$ cat config.mk
export PLATFORM = sky130hd
export DESIGN_NAME = qrs_disc
export DESIGN_NICKNAME = d
export VERILOG_FILES = /design/src/hdl/assert_macros.svh /design/src/hdl/qrs_pkg.sv /design/src/hdl/qrs_disc.sv
export SDC_FILE = /design/constraint.sdc
export NUM_CORES = 2
export LEC_CHECK = 0
export ABC_AREA = 0
export BUFFER_PORTS_ARGS = -buffer_cell sky130_fd_sc_hd__buf_2
export CORE_MARGIN = 2
export CORE_UTILIZATION = 30
export CTS_CLUSTER_SIZE = 20
export DETAILED_ROUTE_END_ITERATION = 6
export PLACE_DENSITY = 0.47
export SYNTH_ARGS = -nofsm -noshare
export SYNTH_HDL_FRONTEND = slang
export SYNTH_SLANG_ARGS = --single-unit
$ cat constraint.sdc
create_clock -name clk -period 7.02 [get_ports clk]
set_input_delay 0.351 -clock clk [delete_from_list [all_inputs] [get_ports clk]]
set_output_delay 0.351 -clock clk [all_outputs]
set_load 0.03 [all_outputs]
$ cat src/hdl/assert_macros.svh
`ifndef ASSERT_MACROS_SVH
`define ASSERT_MACROS_SVH

// Same-cycle implication, held off during reset
`define ASSERT_IMPLY(label, clk, rst, ante, cons, msg) \
  label: assert property (@(posedge clk) disable iff (rst) (ante) |-> (cons)) else $error(msg);

// Fixed-delay implication, held off during reset
`define ASSERT_DELAY(label, clk, rst, ante, dly, cons, msg) \
  label: assert property (@(posedge clk) disable iff (rst) (ante) |-> ##dly (cons)) \
    else $error(msg);

`endif

$ cat src/hdl/qrs_pkg.sv
package qrs_pkg;

  localparam int FRAC_BITS = 16;
  localparam int COEF_BITS = 16;
  localparam int OUT_BITS  = 34;

  // |b*b - 4ac| stays below 2^(2*COEF_BITS+1)
  localparam int MAG_BITS  = 2 * COEF_BITS + 2;
  localparam int RAD_BITS  = MAG_BITS + 2 * FRAC_BITS;
  localparam int SQ_STEPS  = RAD_BITS / 2;
  localparam int ROOT_BITS = SQ_STEPS;
  localparam int REM_BITS  = ROOT_BITS + 3;

  // numerator -b*2^F +/- s, signed
  localparam int NUM_BITS  = ROOT_BITS + 2;
  localparam int QMAG_BITS = NUM_BITS - 1;
  localparam int DEN_BITS  = COEF_BITS + 2;
  localparam int DMAG_BITS = COEF_BITS + 1;
  localparam int DIV_STEPS = QMAG_BITS;

  localparam int DISC_LAT  = 2;
  localparam int LATENCY   = 1 + DISC_LAT + SQ_STEPS + 1 + DIV_STEPS + 1;

  localparam int SAT_BITS  = ((NUM_BITS > OUT_BITS) ? NUM_BITS : OUT_BITS) + 1;

  typedef logic [1:0] kind_t;
  localparam kind_t KIND_DISTINCT = 2'd0;
  localparam kind_t KIND_EQUAL    = 2'd1;
  localparam kind_t KIND_COMPLEX  = 2'd2;
  localparam kind_t KIND_DEGEN    = 2'd3;

  // Per-request data from the discriminant stage
  typedef struct packed {
    logic                       valid;
    logic                       a_zero;
    logic                       d_neg;
    logic                       d_zero;
    logic signed [NUM_BITS-1:0] negb;
    logic signed [DEN_BITS-1:0] den;
  } disc_t;

  // Per-request control alongside the dividers
  typedef struct packed {
    logic  valid;
    kind_t kind;
  } ctl_t;

  // Clamp a quotient to the output range
  function automatic logic signed [OUT_BITS-1:0] sat_out(input logic signed [NUM_BITS-1:0] v);
    logic signed [SAT_BITS-1:0] w;
    logic signed [SAT_BITS-1:0] hi;
    logic signed [SAT_BITS-1:0] lo;
    w  = SAT_BITS'(v);
    hi = $signed({{(SAT_BITS-OUT_BITS+1){1'b0}}, {(OUT_BITS-1){1'b1}}});
    lo = -hi - SAT_BITS'(1);
    if (w > hi) begin
      w = hi;
    end else if (w < lo) begin
      w = lo;
    end
    return OUT_BITS'(w);
  endfunction

endpackage

$ cat src/hdl/qrs_disc.sv
module qrs_disc (
  input  logic                                 clk,
  input  logic                                 rst,
  input  logic                                 in_valid,
  input  logic signed [qrs_pkg::COEF_BITS-1:0] a,
  input  logic signed [qrs_pkg::COEF_BITS-1:0] b,
  input  logic signed [qrs_pkg::COEF_BITS-1:0] c,
  output qrs_pkg::disc_t                       side,
  output logic [qrs_pkg::MAG_BITS-1:0]         mag
);
  import qrs_pkg::*;

  localparam int PW = 2 * COEF_BITS;

  logic                        v1;
  logic signed [COEF_BITS-1:0] a1;
  logic signed [COEF_BITS-1:0] b1;
  logic signed [PW-1:0]        bb;
  logic signed [PW-1:0]        ac;

  logic signed [MAG_BITS:0]    d;
  logic [MAG_BITS:0]           d_abs;
  disc_t                       side_next;

  // Stage 1: products
  always_ff @(posedge clk) begin
    if (rst) begin
      v1 <= 1'b0;
    end else begin
      v1 <= in_valid;
    end
    a1 <= a;
    b1 <= b;
    bb <= b * b;
    ac <= a * c;
  end

  // Stage 2: d = b*b - 4ac, its magnitude and the division operands
  always_comb begin
    d = $signed({{(MAG_BITS+1-PW){bb[PW-1]}}, bb})
      - $signed({{(MAG_BITS-1-PW){ac[PW-1]}}, ac, 2'b00});
    d_abs = d[MAG_BITS] ? -d : d;
    side_next.valid  = v1;
    side_next.a_zero = (a1 == '0);
    side_next.d_neg  = d[MAG_BITS];
    side_next.d_zero = (d == '0);
    side_next.negb   = -($signed(NUM_BITS'(b1)) <<< FRAC_BITS);
    side_next.den    = $signed(DEN_BITS'(a1)) <<< 1;
  end

  always_ff @(posedge clk) begin
    if (rst) begin
      side.valid <= 1'b0;
    end else begin
      side.valid <= side_next.valid;
    end
    side.a_zero <= side_next.a_zero;
    side.d_neg  <= side_next.d_neg;
    side.d_zero <= side_next.d_zero;
    side.negb   <= side_next.negb;
    side.den    <= side_next.den;
    mag         <= d_abs[MAG_BITS-1:0];
  end

endmodule

==> qor.csv <==
metric,value,unit
ys flop type,sky130_fd_sc_hd__dfxtp_1,
placement row count,106,
Post-Place Worst Slack,0.394,ns
grt ovf,0,
Final Hold Slack,0.0831,ns
vias,17400,
initial cell density of the core,30.1,%
Max Fanout on Critical Path,9,
core footprint,83200,um2
min Tclk post-route,6.13,ns
cell area after placement,26900,um2
Worst EP required,7.45,ns
signal arrival time at the worst endpoint,6.56,ns
antenna violations before repair,1,
number of synthesized register bits,167,
io pins,142,
fraction of the yosys area taken by sequential cells,13.3,%
critical path endpoint category,flip-flop,
post-route standard cell area excluding fillers,27500,um2
relative slew slack,38.7,%
total length of routed wires,58600,um
average detailed-routed wire length per instance,15.1,um
routability-driven placement congestion ratio,0.829,
share of the cycle needed by the critical path after routing,87.4,%
outcome,"finished, final reports clean",
Post-CTS Setup Bufs,0,
CTS max path bufs,2,
Synth area leaders,"sky130_fd_sc_hd__fa_1 40%, sky130_fd_sc_hd__dfxtp_1 13%, sky130_fd_sc_hd__ha_1 10%",
TritonCTS Sinks,167,
Post-synth EDFFs,0,
path type of the worst min-delay path,input pin to flip-flop,
smallest setup slack after layout,0.887,ns
worst hold stages,2,
Root Driver,sky130_fd_sc_hd__clkbuf_16,
Nets,3548,
mean cell area of the mapped netlist,9.30,um2
Cell variety after synth,67,
H-tree depth,4,
Max Cap Viol,0,
iteration count of the initial detailed-routing pass,5,
worst setup path category,input pin to flip-flop,
path depth of the worst reg2reg path,15,
count of buffers from port buffering,124,
count of pins over their slew limit,0,
Yosys warning count,0,
Post-CTS Resized,0,
Max Fclk,0.163,GHz
portion of synthesized cell area occupied by the leading cell type,39.8,%
width of the die,293,um
First DRT Iteration DRCs,651,
Vias/cell,4.47,
number of global-route vias before repair,18900,
worst skew pair latency,0.50,ns
area of the die,85900,um2
Post-synth ARST share,0,%
maximum number of pins on one net before global-route repair,24,
fraction of layout instances using a drive strength above 1,7.05,%
layout overhead on the synthesized area,9.62,%
number of hold violations in the final report,0,
startpoint type of the worst setup path,input pin,
final setup violating endpoints,0,
vertical die dimension,293,um
sum of negative setup slack,0,ns
Global Route Usage Sum,14.6,%
Gate Count Post-Synth,2697,
library cell with the largest summed area after synthesis,sky130_fd_sc_hd__fa_1,
first-pass GRT wire length,98200,um
post-synthesis instance area,25100,um2
ANT nets after route,0,
number of buffers created by CTS,17,
CTS tree,built,
placed wire-length estimate,49100,um
post-CTS clock slew at the launch and capture registers of the worst setup and hold paths,0.08,ns
Diodes inserted,0,
final clock skew,0.0219,ns
actual transition at the worst max-transition pin,0.920,ns
post-detailed-route DRC marker count,0,
setup repair after global routing missed its margin,false,
## cells in the final DEF (no fill, tap or decap), drive strengths merged, types with 5 or more instances in the layout
cell,instances
o41ai,5
nor2b,16
or2,5
xor2,43
ha,204
nand3,21
or3,5
a211oi,6
conb,17
a21o,40
a21oi,84
a31oi,11
nor4,8
nand2b,14
nor2,126
buf,147
dfxtp,167
o31ai,6
and3,12
fa,499
nand2,240
o21a,17
and2,159
xnor2,100
clkinv,8
nor3,24
o21ai,48
inv,677
clkbuf,17
nand4,6
o21bai,10
o2111ai,6
## synthesized netlist by cell type, drive strengths merged (3+ instances only)
cell type  count
a21o          40
nand2b        14
nor3          24
o21a          17
o2111ai        6
nor2b         16
xnor2        100
and4           4
o21bai        10
o41a           4
clkbuf        63
a31o           3
o211a          3
nand3b         4
xor2          43
nor4           8
o311ai         4
mux2i          3
ha           204
buf           23
o21ai         48
or3            5
nand4          6
o41ai          5
a31oi         11
or4            3
a221oi         4
or2            5
fa           499
a211oi         6
nand2        240
dfxtp        167
o211ai         4
inv          669
a21oi         84
nand3         21
o31a           4
and3          12
o31ai          6
nor2         126
and2         159
## cell families (layout without fill, tap and decap cells)
group	count (synthesis)	after routing	synth area share, %
AO/OA/AOI/OAI	269	269	7.09
buffers and inverters	757	851	11.7
AND/OR/NAND/NOR	654	654	12.7
adder cells (fa/ha/maj)	703	703	50.0
flip-flops	167	167	13.3
multiplexers	3	3	0.120
other	1	17	0.0150
XOR/XNOR	143	143	5.00
## stage by stage
step / instances / utilization [%]
floorplan: 2713 / -
global placement: 3854 / 32.3
detailed placement: 3854 / 32.3
CTS: 3887 / 33.0
global route: 3887 / 33.0
finish: 3887 / 33.0
## timing repair
action	CTS	global route
endpoints found under the hold margin	2	0
setup endpoints to repair	0	0
hold buffers	1	0
## worst paths after layout
path             from  endpoint  slack, ns
min          in_valid        v1       0.08
min reg2reg    a1[10]  side[11]       0.34
max reg2reg     ac[0]   mag[22]       1.70
max              b[3]    bb[30]       0.89
## flip-flops by register name (all words and copies together), names as in the netlist
signal and flops:
a1 16, mag 34, bb 31, v1 1, b1 15, ac 32
side 38
## final cells by class
cell class                 instances  area, um2
clock buffer                      17        425
clock inverter                    15        180
fill                            8733      55700
inverter                         671       2520
multi-input combinational       1789      18900
sequential                       167       3340
tap                             1080       1350
timing repair buffer             148        803
## worst max-delay path, stage by stage
cell	delay (ns)
sky130_fd_sc_hd__buf_2	0.11
sky130_fd_sc_hd__clkinv_1	0.31
sky130_fd_sc_hd__nor2_1	0.29
sky130_fd_sc_hd__fa_1	0.44
sky130_fd_sc_hd__inv_1	0.09
sky130_fd_sc_hd__fa_1	0.41
sky130_fd_sc_hd__fa_1	0.51
sky130_fd_sc_hd__fa_1	0.55
sky130_fd_sc_hd__inv_1	0.05
sky130_fd_sc_hd__fa_1	0.47
sky130_fd_sc_hd__inv_1	0.05
sky130_fd_sc_hd__fa_1	0.47
sky130_fd_sc_hd__inv_1	0.04
sky130_fd_sc_hd__ha_1	0.35
sky130_fd_sc_hd__a21oi_1	0.09
sky130_fd_sc_hd__nor2b_1	0.20
sky130_fd_sc_hd__o21a_1	0.13
sky130_fd_sc_hd__nor2_1	0.04
sky130_fd_sc_hd__o21a_1	0.13
sky130_fd_sc_hd__o21ai_0	0.48
sky130_fd_sc_hd__a221o_1	0.33
sky130_fd_sc_hd__nor2_1	0.07
sky130_fd_sc_hd__o41ai_1	0.42
sky130_fd_sc_hd__xor2_1	0.17
## routing by layer
layer	global-route usage, %	wire, um	part of all wire [%]
met1	18.6	26100	45
met2	25.9	29800	51
met4	4.13	1130	1.9
met5	0	0	0
met3	1.94	1630	2.8
Power is left out: the tool's default activity adds up to more than one toggle a clock period on the data nets, which glitch-free logic cannot reach.
