### config.mk
export PLATFORM = sky130hd
export DESIGN_NAME = qrs_sqrt
export DESIGN_NICKNAME = d
export VERILOG_FILES = /design/src/hdl/assert_macros.svh /design/src/hdl/qrs_pkg.sv /design/src/hdl/qrs_sqrt.sv
export SDC_FILE = /design/constraint.sdc
export NUM_CORES = 2
export LEC_CHECK = 0
export BUFFER_PORTS_ARGS = -buffer_cell sky130_fd_sc_hd__buf_2
export CAP_MARGIN = 20
export CORE_AREA = 2 2 355 357
export DETAILED_ROUTE_END_ITERATION = 10
export DIE_AREA = 0 0 357 359
export PLACE_DENSITY = 0.8
export RECOVER_POWER = 50
export REMOVE_ABC_BUFFERS = 1
export SETUP_SLACK_MARGIN = 0.3
export SLEW_MARGIN = 20
export SYNTH_ARGS = -nofsm -noshare
export SYNTH_HDL_FRONTEND = slang
export SYNTH_MEMORY_MAX_BITS = 65536
export SYNTH_SLANG_ARGS = --single-unit
### constraint.sdc
create_clock -name clk -period 11.2 [get_ports clk]
set_input_delay 2.24 -clock clk [delete_from_list [all_inputs] [get_ports clk]]
set_output_delay 2.24 -clock clk [all_outputs]
set_load 0.02 [all_outputs]
### src/hdl/assert_macros.svh
`ifndef ASSERT_MACROS_SVH
`define ASSERT_MACROS_SVH

// Same-cycle implication, held off during reset
`define ASSERT_IMPLY(label, clk, rst, ante, cons, msg) \
  label: assert property (@(posedge clk) disable iff (rst) (ante) |-> (cons)) else $error(msg);

// Fixed-delay implication, held off during reset
`define ASSERT_DELAY(label, clk, rst, ante, dly, cons, msg) \
  label: assert property (@(posedge clk) disable iff (rst) (ante) |-> ##dly (cons)) \
    else $error(msg);

`endif

### src/hdl/qrs_pkg.sv
package qrs_pkg;

  localparam int FRAC_BITS = 16;
  localparam int COEF_BITS = 16;
  localparam int OUT_BITS  = 34;

  // |b*b - 4ac| stays below 2^(2*COEF_BITS+1)
  localparam int MAG_BITS  = 2 * COEF_BITS + 2;
  localparam int RAD_BITS  = MAG_BITS + 2 * FRAC_BITS;
  localparam int SQ_STEPS  = RAD_BITS / 2;
  localparam int ROOT_BITS = SQ_STEPS;
  localparam int REM_BITS  = ROOT_BITS + 3;

  // numerator -b*2^F +/- s, signed
  localparam int NUM_BITS  = ROOT_BITS + 2;
  localparam int QMAG_BITS = NUM_BITS - 1;
  localparam int DEN_BITS  = COEF_BITS + 2;
  localparam int DMAG_BITS = COEF_BITS + 1;
  localparam int DIV_STEPS = QMAG_BITS;

  localparam int DISC_LAT  = 2;
  localparam int LATENCY   = 1 + DISC_LAT + SQ_STEPS + 1 + DIV_STEPS + 1;

  localparam int SAT_BITS  = ((NUM_BITS > OUT_BITS) ? NUM_BITS : OUT_BITS) + 1;

  typedef logic [1:0] kind_t;
  localparam kind_t KIND_DISTINCT = 2'd0;
  localparam kind_t KIND_EQUAL    = 2'd1;
  localparam kind_t KIND_COMPLEX  = 2'd2;
  localparam kind_t KIND_DEGEN    = 2'd3;

  // Per-request data from the discriminant stage
  typedef struct packed {
    logic                       valid;
    logic                       a_zero;
    logic                       d_neg;
    logic                       d_zero;
    logic signed [NUM_BITS-1:0] negb;
    logic signed [DEN_BITS-1:0] den;
  } disc_t;

  // Per-request control alongside the dividers
  typedef struct packed {
    logic  valid;
    kind_t kind;
  } ctl_t;

  // Clamp a quotient to the output range
  function automatic logic signed [OUT_BITS-1:0] sat_out(input logic signed [NUM_BITS-1:0] v);
    logic signed [SAT_BITS-1:0] w;
    logic signed [SAT_BITS-1:0] hi;
    logic signed [SAT_BITS-1:0] lo;
    w  = SAT_BITS'(v);
    hi = $signed({{(SAT_BITS-OUT_BITS+1){1'b0}}, {(OUT_BITS-1){1'b1}}});
    lo = -hi - SAT_BITS'(1);
    if (w > hi) begin
      w = hi;
    end else if (w < lo) begin
      w = lo;
    end
    return OUT_BITS'(w);
  endfunction

endpackage

### src/hdl/qrs_sqrt.sv
module qrs_sqrt (
  input  logic                          clk,
  input  logic [qrs_pkg::MAG_BITS-1:0]  mag,
  output logic [qrs_pkg::ROOT_BITS-1:0] root
);
  import qrs_pkg::*;

  logic [REM_BITS-1:0]  rem_r  [SQ_STEPS];
  logic [ROOT_BITS-1:0] root_r [SQ_STEPS];
  logic [RAD_BITS-1:0]  rad_r  [SQ_STEPS];

  logic [REM_BITS-1:0]  rem_in  [SQ_STEPS];
  logic [ROOT_BITS-1:0] root_in [SQ_STEPS];
  logic [RAD_BITS-1:0]  rad_in  [SQ_STEPS];
  logic [REM_BITS-1:0]  rem_n   [SQ_STEPS];
  logic [ROOT_BITS-1:0] root_n  [SQ_STEPS];
  logic [RAD_BITS-1:0]  rad_n   [SQ_STEPS];

  // One root bit per stage: bring down two radicand bits, trial subtract
  always_comb begin
    logic [REM_BITS-1:0] rem_sh;
    logic [REM_BITS-1:0] trial;
    rem_in[0]  = '0;
    root_in[0] = '0;
    rad_in[0]  = RAD_BITS'(mag) << (2 * FRAC_BITS);
    for (int i = 1; i < SQ_STEPS; i++) begin
      rem_in[i]  = rem_r[i-1];
      root_in[i] = root_r[i-1];
      rad_in[i]  = rad_r[i-1];
    end
    for (int i = 0; i < SQ_STEPS; i++) begin
      rem_sh = {rem_in[i][REM_BITS-3:0], rad_in[i][RAD_BITS-1 -: 2]};
      trial  = {1'b0, root_in[i], 2'b01};
      if (rem_sh >= trial) begin
        rem_n[i]  = rem_sh - trial;
        root_n[i] = {root_in[i][ROOT_BITS-2:0], 1'b1};
      end else begin
        rem_n[i]  = rem_sh;
        root_n[i] = {root_in[i][ROOT_BITS-2:0], 1'b0};
      end
      rad_n[i] = {rad_in[i][RAD_BITS-3:0], 2'b00};
    end
  end

  always_ff @(posedge clk) begin
    for (int i = 0; i < SQ_STEPS; i++) begin
      rem_r[i]  <= rem_n[i];
      root_r[i] <= root_n[i];
      rad_r[i]  <= rad_n[i];
    end
  end

  assign root = root_r[SQ_STEPS-1];

endmodule

==> impl_metrics.yaml <==
final_layout:
  antenna_cells: 0
  drive_gt1_share_pct: 6.49
  fillers: 9196
  areaGrowthSynthToFinish_pct: 11.0
  final_nets: 9137
floorplan:
  initial_utilization_pct: 63.5
  die_h_um: 359
  top_level_ports: 68
  die_area_mm2: 0.128
  num_rows: 130
  die_w_um: 357
  coreArea_mm2: 0.125
yosys:
  syn_area_per_cell_um2: 9.40
  synth_edf_count: 0
  synth_ff_type: "dfxtp_1"
  yosysMostFrequentCell: "dfxtp_1"
  synth_top_area_share_pct: 46.9
  synth.cells.most_frequent: "dfxtp_1, inv_1, nand2_1, nor2_1, a21oi_1"
  ys_types: 89
  ys_ff_latch: 1855
  async_reset_ff_share_pct: 0
  synthCells: 8417
  synth_warnings: 0
  synthTopCellsByArea: "dfxtp_1, ha_1, xnor2_1, xor2_1, a21oi_1"
  yosys.area.top_type: "dfxtp_1"
  yosysSeqAreaShare_pct: 46.9
  synth_area_mm2: 0.0791
clocking:
  clk_path_buf_depth: 3
  cts-resized-gates: 0
  cts_setup_buffers: 0
  clk_pin_slew_worst_paths_ps: 70
  clkSinkCount: 1855
  htree_num_levels: 4
  cts_buffers: 181
  hold_buffers: 0
  worst_skew_pair.late_latency_ps: 820
  cts_tree: "done"
  cts-root-buf: "clkbuf_16"
timing:
  skew_ps: 35.3
  max_freq_ghz: 0.225
  worst_slack_ps: 6760
  max-slew-margin-rel_pct: -18.7
  post-route-min-period_ps: 4440
  post-route-period-util_pct: 39.6
  hold_viol_final: 0
  final.setup.tns_ps: 0
  setup_viol: 0
  worst_slew_pin_slew_ps: 1760
  rsz0062_at_grt: "false"
  maxSlewViolCount: 13
setup_path:
  cp.arrival_ps: 5130
  r2r_start: "rem_r[0][1008]"
  crit_chain: "ha_1 -> fa_1 -> a211oi_1 -> o21ai_0 -> a41oi_1 -> a21oi_1 -> a31oi_1 -> o31ai_1 -> a2111oi_2 -> buf_4 -> mux2_2"
  critPathKind: "reg -> reg"
  worst_path_largest_cell_delay_ps: 510
  end_kind: "flip-flop"
  cpMaxStageDelayCell: "buf_4"
  cp_max_fo: 56
  reg2reg_depth: 11
  critPathLaunch: "rem_r[0][1008]"
  worstPathRequired_ps: 11900
  cp-start-kind: "flip-flop"
min_path:
  hold_start: "rad_r[0][234]"
  hp-class: "reg -> reg"
  whs_path_depth: 0
route:
  via_count: 59000
  via_per_inst: 5.72
  firstDrtPassIters: 7
  ant_nets: 0
  drt_wl_total_um: 179000
  drc_errors: 0
  drtIter0Drc: 3827
  avgRoutedWirePerCell_um: 17.3
global_routing:
  grt_max_degree: 57
  grt_pass1_vias: 58400
  track_usage_pct: 27.4
  grt_overflow: 0
  grt_pass1_wl_um: 290000
  antenna_found_initial: 1
power:
  power_density_mw_per_mm2: 217
  switchingPower_mw: 5.65
  leakage_nw: 41.9
  p_clk_share_pct: 34.7
  p_sw_share_pct: 29.6
  power.internal_mw: 13.4
  pwr-share-comb_pct: 18.8
  seqPwrFrac_pct: 46.5
  peakVddDrop_mv: 0.179
status:
  status: "finished, violations left"
  violations: "capacitance limit, slew limit"
placement:
  io_buffers: 67
  dp_hpwl_um: 131000
  pre_cts_slack_ps: 6780
  gp_congestion: 0.931
job:
  cap_viol_max_count: 2
state kept, by name (all words and copies together), names as in the netlist:
register,flops
rem_r,1022
root_r,561
rad_r,272
routing by layer:
metal / wire, um / share of wire, % / track usage, % / vias to the layer above
met3: 7580 / 4.2 / 4.15 / 434
met1: 75800 / 42 / 32.8 / 27800
met5: 0 / 0 / 0 / -
met2: 88900 / 50 / 49.0 / 1487
met4: 6520 / 3.6 / 10.7 / 0
li1: - / - / - / 29300
final timing paths:
path	end	slack, ps
min	rad_r[0][300]	320
max	rem_r[0][1054]	6760
max reg2reg	rem_r[0][1054]	6760
min reg2reg	rad_r[0][300]	320
layout by cell type (no fill, tap or decap), types with 19 or more instances in the layout:
| cell type | n |
|---|---|
| or3_1 | 76 |
| nand3_1 | 134 |
| buf_4 | 20 |
| nand2_1 | 632 |
| ha_1 | 565 |
| nor2b_1 | 75 |
| dfxtp_1 | 1855 |
| clkinv_2 | 26 |
| clkbuf_16 | 182 |
| nand4_1 | 71 |
| buf_2 | 64 |
| nor3_1 | 217 |
| and2_1 | 26 |
| o211ai_1 | 49 |
| nand2b_1 | 111 |
| xnor2_1 | 427 |
| nor3b_1 | 22 |
| a21o_1 | 228 |
| clkbuf_1 | 28 |
| o21ai_0 | 463 |
| o21a_1 | 110 |
| clkbuf_8 | 41 |
| nor2_1 | 568 |
| nor4_1 | 140 |
| a211oi_1 | 59 |
| mux2_2 | 88 |
| o21bai_1 | 57 |
| and3_1 | 47 |
| or4_1 | 55 |
| inv_1 | 724 |
| nand3b_1 | 35 |
| bufinv_16 | 28 |
| a2111oi_0 | 19 |
| xor2_1 | 404 |
| or2_2 | 31 |
| o31ai_1 | 45 |
| a31oi_1 | 38 |
| a21oi_1 | 565 |
kinds of logic after synthesis:
| kind of cell | synth area share (%) |
|---|---|
| buffers and inverters | 4.29 |
| adder cells (fa/ha/maj) | 9.31 |
| multiplexers | 1.36 |
| other | 0.00474 |
| AND/OR/NAND/NOR | 14.3 |
| XOR/XNOR | 9.20 |
| AO/OA/AOI/OAI | 14.7 |
| flip-flops | 46.9 |
metrics by stage:
stage,std cells,utilization (%),hold slack (ps),instance area [um2],power (mW)
after global routing,10300,70.5,322,87900,20.0
after CTS,10300,70.5,312,87900,19.1
after global placement,9987,65.1,311,81200,12.3
final,10300,70.5,319,87900,19.1
after floorplan,8246,-,310,78500,11.4
after detailed placement,9988,65.2,312,81200,12.4
power by group through the flow:
stage | logic, mW | registers, mW | clock network (mW)
after detailed placement | 3.49 | 8.96 | 0
after floorplan | 2.81 | 8.62 | 0
after global routing | 3.98 | 8.98 | 6.99
after CTS | 3.55 | 8.84 | 6.72
after global placement | 3.39 | 8.93 | 0
final | 3.58 | 8.86 | 6.62
final cells by class:
type	instances	area, um2	area share [%]
clock buffer	244	5200	5.91
clock inverter	94	1500	1.71
inverter	725	2720	3.10
multi-input combinational	5666	38700	44.1
sequential	1855	37100	42.3
tap	1650	2060	2.35
timing repair buffer	93	544	0.619
critical path, delay by kind of cell, from the launching register on:
family | cells | cell delay [ps]
mux | 1 | 400
flops | 1 | 360
compound gates | 7 | 2290
fa+ha+maj | 2 | 700
buf+inv | 1 | 510
Note: power is estimated with default switching activity, not from simulation.
