==> src/hdl/assert_macros.svh <==
`ifndef ASSERT_MACROS_SVH
`define ASSERT_MACROS_SVH

// Same-cycle implication, held off during reset
`define ASSERT_IMPLY(label, clk, rst, ante, cons, msg) \
  label: assert property (@(posedge clk) disable iff (rst) (ante) |-> (cons)) else $error(msg);

// Fixed-delay implication, held off during reset
`define ASSERT_DELAY(label, clk, rst, ante, dly, cons, msg) \
  label: assert property (@(posedge clk) disable iff (rst) (ante) |-> ##dly (cons)) \
    else $error(msg);

`endif

==> src/hdl/qrs_pkg.sv <==
package qrs_pkg;

  localparam int FRAC_BITS = 16;
  localparam int COEF_BITS = 16;
  localparam int OUT_BITS  = 34;

  // |b*b - 4ac| stays below 2^(2*COEF_BITS+1)
  localparam int MAG_BITS  = 2 * COEF_BITS + 2;
  localparam int RAD_BITS  = MAG_BITS + 2 * FRAC_BITS;
  localparam int SQ_STEPS  = RAD_BITS / 2;
  localparam int ROOT_BITS = SQ_STEPS;
  localparam int REM_BITS  = ROOT_BITS + 3;

  // numerator -b*2^F +/- s, signed
  localparam int NUM_BITS  = ROOT_BITS + 2;
  localparam int QMAG_BITS = NUM_BITS - 1;
  localparam int DEN_BITS  = COEF_BITS + 2;
  localparam int DMAG_BITS = COEF_BITS + 1;
  localparam int DIV_STEPS = QMAG_BITS;

  localparam int DISC_LAT  = 2;
  localparam int LATENCY   = 1 + DISC_LAT + SQ_STEPS + 1 + DIV_STEPS + 1;

  localparam int SAT_BITS  = ((NUM_BITS > OUT_BITS) ? NUM_BITS : OUT_BITS) + 1;

  typedef logic [1:0] kind_t;
  localparam kind_t KIND_DISTINCT = 2'd0;
  localparam kind_t KIND_EQUAL    = 2'd1;
  localparam kind_t KIND_COMPLEX  = 2'd2;
  localparam kind_t KIND_DEGEN    = 2'd3;

  // Per-request data from the discriminant stage
  typedef struct packed {
    logic                       valid;
    logic                       a_zero;
    logic                       d_neg;
    logic                       d_zero;
    logic signed [NUM_BITS-1:0] negb;
    logic signed [DEN_BITS-1:0] den;
  } disc_t;

  // Per-request control alongside the dividers
  typedef struct packed {
    logic  valid;
    kind_t kind;
  } ctl_t;

  // Clamp a quotient to the output range
  function automatic logic signed [OUT_BITS-1:0] sat_out(input logic signed [NUM_BITS-1:0] v);
    logic signed [SAT_BITS-1:0] w;
    logic signed [SAT_BITS-1:0] hi;
    logic signed [SAT_BITS-1:0] lo;
    w  = SAT_BITS'(v);
    hi = $signed({{(SAT_BITS-OUT_BITS+1){1'b0}}, {(OUT_BITS-1){1'b1}}});
    lo = -hi - SAT_BITS'(1);
    if (w > hi) begin
      w = hi;
    end else if (w < lo) begin
      w = lo;
    end
    return OUT_BITS'(w);
  endfunction

endpackage

==> src/hdl/qrs_div.sv <==
module qrs_div (
  input  logic                                clk,
  input  logic signed [qrs_pkg::NUM_BITS-1:0] num,
  input  logic signed [qrs_pkg::DEN_BITS-1:0] den,
  output logic signed [qrs_pkg::NUM_BITS-1:0] quo
);
  import qrs_pkg::*;

  logic [DMAG_BITS-1:0] rem_r [DIV_STEPS];
  logic [QMAG_BITS-1:0] nm_r  [DIV_STEPS];
  logic [QMAG_BITS-1:0] q_r   [DIV_STEPS];
  logic [DMAG_BITS-1:0] dm_r  [DIV_STEPS];
  logic                 neg_r [DIV_STEPS];

  logic [DMAG_BITS-1:0] rem_in [DIV_STEPS];
  logic [QMAG_BITS-1:0] nm_in  [DIV_STEPS];
  logic [QMAG_BITS-1:0] q_in   [DIV_STEPS];
  logic [DMAG_BITS-1:0] dm_in  [DIV_STEPS];
  logic                 neg_in [DIV_STEPS];
  logic [DMAG_BITS-1:0] rem_n  [DIV_STEPS];
  logic [QMAG_BITS-1:0] q_n    [DIV_STEPS];

  logic [NUM_BITS-1:0]  num_abs;
  logic [DEN_BITS-1:0]  den_abs;
  logic [QMAG_BITS-1:0] q_last;

  // Restoring division on magnitudes, one quotient bit per stage
  always_comb begin
    logic [DMAG_BITS:0] rem_sh;
    num_abs   = num[NUM_BITS-1] ? -num : num;
    den_abs   = den[DEN_BITS-1] ? -den : den;
    rem_in[0] = '0;
    nm_in[0]  = num_abs[QMAG_BITS-1:0];
    q_in[0]   = '0;
    dm_in[0]  = den_abs[DMAG_BITS-1:0];
    neg_in[0] = num[NUM_BITS-1] ^ den[DEN_BITS-1];
    for (int i = 1; i < DIV_STEPS; i++) begin
      rem_in[i] = rem_r[i-1];
      nm_in[i]  = nm_r[i-1];
      q_in[i]   = q_r[i-1];
      dm_in[i]  = dm_r[i-1];
      neg_in[i] = neg_r[i-1];
    end
    for (int i = 0; i < DIV_STEPS; i++) begin
      rem_sh = {rem_in[i], nm_in[i][QMAG_BITS-1]};
      if (rem_sh >= {1'b0, dm_in[i]}) begin
        rem_n[i] = DMAG_BITS'(rem_sh - {1'b0, dm_in[i]});
        q_n[i]   = {q_in[i][QMAG_BITS-2:0], 1'b1};
      end else begin
        rem_n[i] = rem_sh[DMAG_BITS-1:0];
        q_n[i]   = {q_in[i][QMAG_BITS-2:0], 1'b0};
      end
    end
  end

  always_ff @(posedge clk) begin
    for (int i = 0; i < DIV_STEPS; i++) begin
      rem_r[i] <= rem_n[i];
      nm_r[i]  <= {nm_in[i][QMAG_BITS-2:0], 1'b0};
      q_r[i]   <= q_n[i];
      dm_r[i]  <= dm_in[i];
      neg_r[i] <= neg_in[i];
    end
  end

  // Truncation toward zero: sign applied to the magnitude quotient
  assign q_last = q_r[DIV_STEPS-1];
  assign quo = neg_r[DIV_STEPS-1] ? -$signed({1'b0, q_last}) : $signed({1'b0, q_last});

endmodule
==> config.mk <==
export PLATFORM = sky130hd
export DESIGN_NAME = qrs_div
export DESIGN_NICKNAME = d
export VERILOG_FILES = /design/src/hdl/assert_macros.svh /design/src/hdl/qrs_pkg.sv /design/src/hdl/qrs_div.sv
export SDC_FILE = /design/constraint.sdc
export NUM_CORES = 2
export LEC_CHECK = 0
export BUFFER_PORTS_ARGS = -buffer_cell sky130_fd_sc_hd__buf_2
export CAP_MARGIN = 40
export CORE_ASPECT_RATIO = 0.6
export CORE_UTILIZATION = 55
export DETAILED_ROUTE_END_ITERATION = 8
export PLACE_DENSITY = 0.81
export SYNTH_ARGS = -nofsm -noshare
export SYNTH_HDL_FRONTEND = slang
export SYNTH_SLANG_ARGS = --single-unit
==> constraint.sdc <==
create_clock -name clk -period 3.6 [get_ports clk]
set_input_delay 0.54 -clock clk [delete_from_list [all_inputs] [get_ports clk]]
set_output_delay 0.54 -clock clk [all_outputs]
set_load 0.02 [all_outputs]
==> metrics.txt <==
status finished, violations left; failing checks design-rule violations, negative setup slack; IO buf count 88; Crit path largest cell delay 0.54 ns; CTS tree done; setup TNS -9.56 ns; Final Skew 0.0495 ns; final net count 8193; Layout fillers 10900; Layout area overhead 13.4%; Max Slew Vio Count 0; most frequent cells in the layout 2310 x dfxtp_1, 732 x inv_1, 564 x ha_1, 379 x mux2_2, 352 x a21oi_1; proportion of layout cells with a drive suffix above 1 0.134; post-route setup slack -1.00 ns; share of the synthesized area in the top cell type 0.571; Crit Path Class reg -> out; initial drt markers 4106; CP Cell Sequence or4_4 > or3_4 > or3_4 > or3_4 > or3_4 > or4_4 > o21ai_4 > xnor2_2 > buf_4; EDFF count, synth 0; top cells by area, synth dfxtp_1 57%, ha_1 8.7%, mux2_2 5.3%; Setup crit start kind register; Rows 108; part of the power in combinational logic 0.350; f_max 0.217 GHz; vias in the first global route 50300; worst endpoint data arrival time 4.06 ns; Hold Vio Cnt, Final 0; Tot GR Track Use 0.216; FF/Latch Area 0.0463 mm^2; HP Class in -> reg; max-cap viol count 0; Vias 51800; initial antenna violation count 5; DIE AREA 0.149 mm^2; Worst-Skew Late Latency 0.83 ns; Rel. slew slack 0.315; Synth Flop Type dfxtp_1; ANT nets after route 0; initial core utilization 0.558; Post-Syn Nets 7842; global routing met1 resource utilization 0.333; met3 GRT Util 0.0482; Clock Path Buffers 3; # clock sinks 2312; Yosys top cell by area dfxtp_1; synthesized cell area 0.0811 mm^2; Syn Inst Count 7190; Leakage 42.0 nW; HPWL after DPL 120000 um; CP required 3.06 ns; Pint 0.0568 W; Seq pwr share 0.398; H-tree Lvls 4; CTS Buf Count 189; worst slew pin tran 1.02 ns; met2 Use GR 0.301; P_sw 0.0274 W; Ports 89; final cycle utilization of the critical path 1.28; synth warn 0; WL final 165000 um; critical path's slowest cell or4_4; clock share of power 0.252; Post-Syn Area per Cell 11.3 um^2; Final Power 0.0843 W; register area share after synthesis 0.571; Sw Share 0.326; largest net degree at the start of global routing 36; via density per instance 5.38; flops & latches, synth 2312; most frequent CP cell or3_4; unique cell type count in the Yosys netlist 77; Multi-input gate area 0.0320 mm^2; routability cong. 0.937; drt pass-1 iters 9; Clk pin slew, worst setup/hold paths 0.06 ns; async set-or-reset flop fraction in the synthesized netlist 0; Chip Width 498 um; CP Max Fanout 2; Power Dens Cells 916 mW/mm^2; core area 0.145 mm^2; first-pass GRT wire length 261000 um; clock root buffer clkbuf_16; Max VDD drop 0.519 mV; unrepaired setup endpoints after global routing true; Tmin final 4.60 ns; crit end category output port; gr ovfl total 0; Final Setup Violations 21; Residual DRC 1; Die H 299 um; GR peak layer met1; WL/cell 17.1 um; commonest non-fill, non-tap cell in the layout dfxtp_1
-- stage by stage --
stage | std cells | area [um^2] | hold slack [ns] | util | setup slack, ns
after floorplan | 7190 | 81100 | 0.310 | - | 0.00204
after global placement | 9200 | 84300 | 0.310 | 0.580 | -0.269
after detailed placement | 9206 | 84400 | 0.312 | 0.581 | -0.350
after CTS | 9611 | 91800 | 0.0708 | 0.631 | -1.03
after global routing | 9620 | 92000 | 0.151 | 0.633 | -1.10
final | 9620 | 92000 | 0.153 | 0.633 | -1.00
-- state kept, by name, summed over array words and instances, names as in the netlist --
| name | count |
|---|---|
| neg_r | 34 |
| rem_r | 561 |
| dm_r | 561 |
| q_r | 595 |
| nm_r | 561 |
-- cells in the mapped netlist, types with 44 or more instances --
cell type / number
nor2b_1: 87
o31ai_1: 52
nand4_1: 82
xnor2_1: 330
nor2_1: 302
ha_1: 566
nor3_1: 82
or2_2: 48
a21oi_1: 356
nand2_1: 264
o21a_1: 66
a31oi_1: 49
mux2i_1: 62
inv_1: 732
nand2b_1: 71
o21ai_0: 242
clkbuf_1: 68
and3_1: 44
dfxtp_1: 2312
a21o_1: 213
nand3_1: 72
xor2_1: 135
nor4_1: 50
mux2_2: 379
-- path summary, 6_finish.rpt --
kind	startpoint	end	slack [ns]	depth (start not counted)
max	q_r[33][9]$_DFF_P_	quo[33]	-1.00	9
min	den[1]	dm_r[0][3]$_DFF_P_	0.15	3
max reg2reg	nm_r[22][32]$_DFF_P_	rem_r[23][0]$_DFF_P_	0.12	12
min reg2reg	nm_r[25][26]$_DFF_P_	nm_r[26][27]$_DFF_P_	0.30	0
-- layer usage --
metal / vias up / part of all wire / wire (um)
met4: 0 / 0.017 / 2760
met3: 262 / 0.077 / 12600
li1: 25400 / - / -
met5: - / 0 / 0
met2: 1645 / 0.39 / 64300
met1: 24500 / 0.52 / 85000
-- power groups by stage --
stage | Combinational, W | Sequential (W) | Clock (W)
after floorplan | 0.0220 | 0.0329 | 0
after global placement | 0.0270 | 0.0339 | 0
after detailed placement | 0.0283 | 0.0340 | 0
after CTS | 0.0288 | 0.0335 | 0.0217
after global routing | 0.0320 | 0.0340 | 0.0228
final | 0.0295 | 0.0336 | 0.0212
-- critical path, delay by kind of cell, from the launching register on --
| family | cells | cell delay, ns |
|---|---|---|
| buffers and inverters | 1 | 0.16 |
| XOR/XNOR | 1 | 0.12 |
| AO/OA/AOI/OAI | 1 | 0.16 |
| AND/OR/NAND/NOR | 6 | 2.48 |
| flip-flops | 1 | 0.32 |
-- final cells by class --
class                      instances  area share
antenna                            2   0.0000544
clock buffer                     253      0.0575
clock inverter                    90      0.0137
inverter                         732      0.0299
multi-input combinational       4060       0.348
sequential                      2312       0.503
tap                             1925      0.0262
timing repair buffer             246      0.0211
-- timing repair --
| action | in CTS | in global routing |
|---|---|---|
| gates resized for setup | 57 | 31 |
| cloned | 0 | 1 |
| endpoints found under the hold margin | 49 | 0 |
| endpoints found under the setup margin | 21 | 88 |
| buffers inserted | 13 | 5 |
| pin swaps | 14 | 12 |
| hold buffers | 49 | 0 |
-- kinds of logic after synthesis --
| logic type | synth area share |
|---|---|
| flops | 0.571 |
| compound gates | 0.108 |
| simple gates | 0.0769 |
| buf+inv | 0.0382 |
| fa+ha+maj | 0.0953 |
| xor+xnor | 0.0502 |
| mux | 0.0603 |
Power figures use the tool's default switching activity.
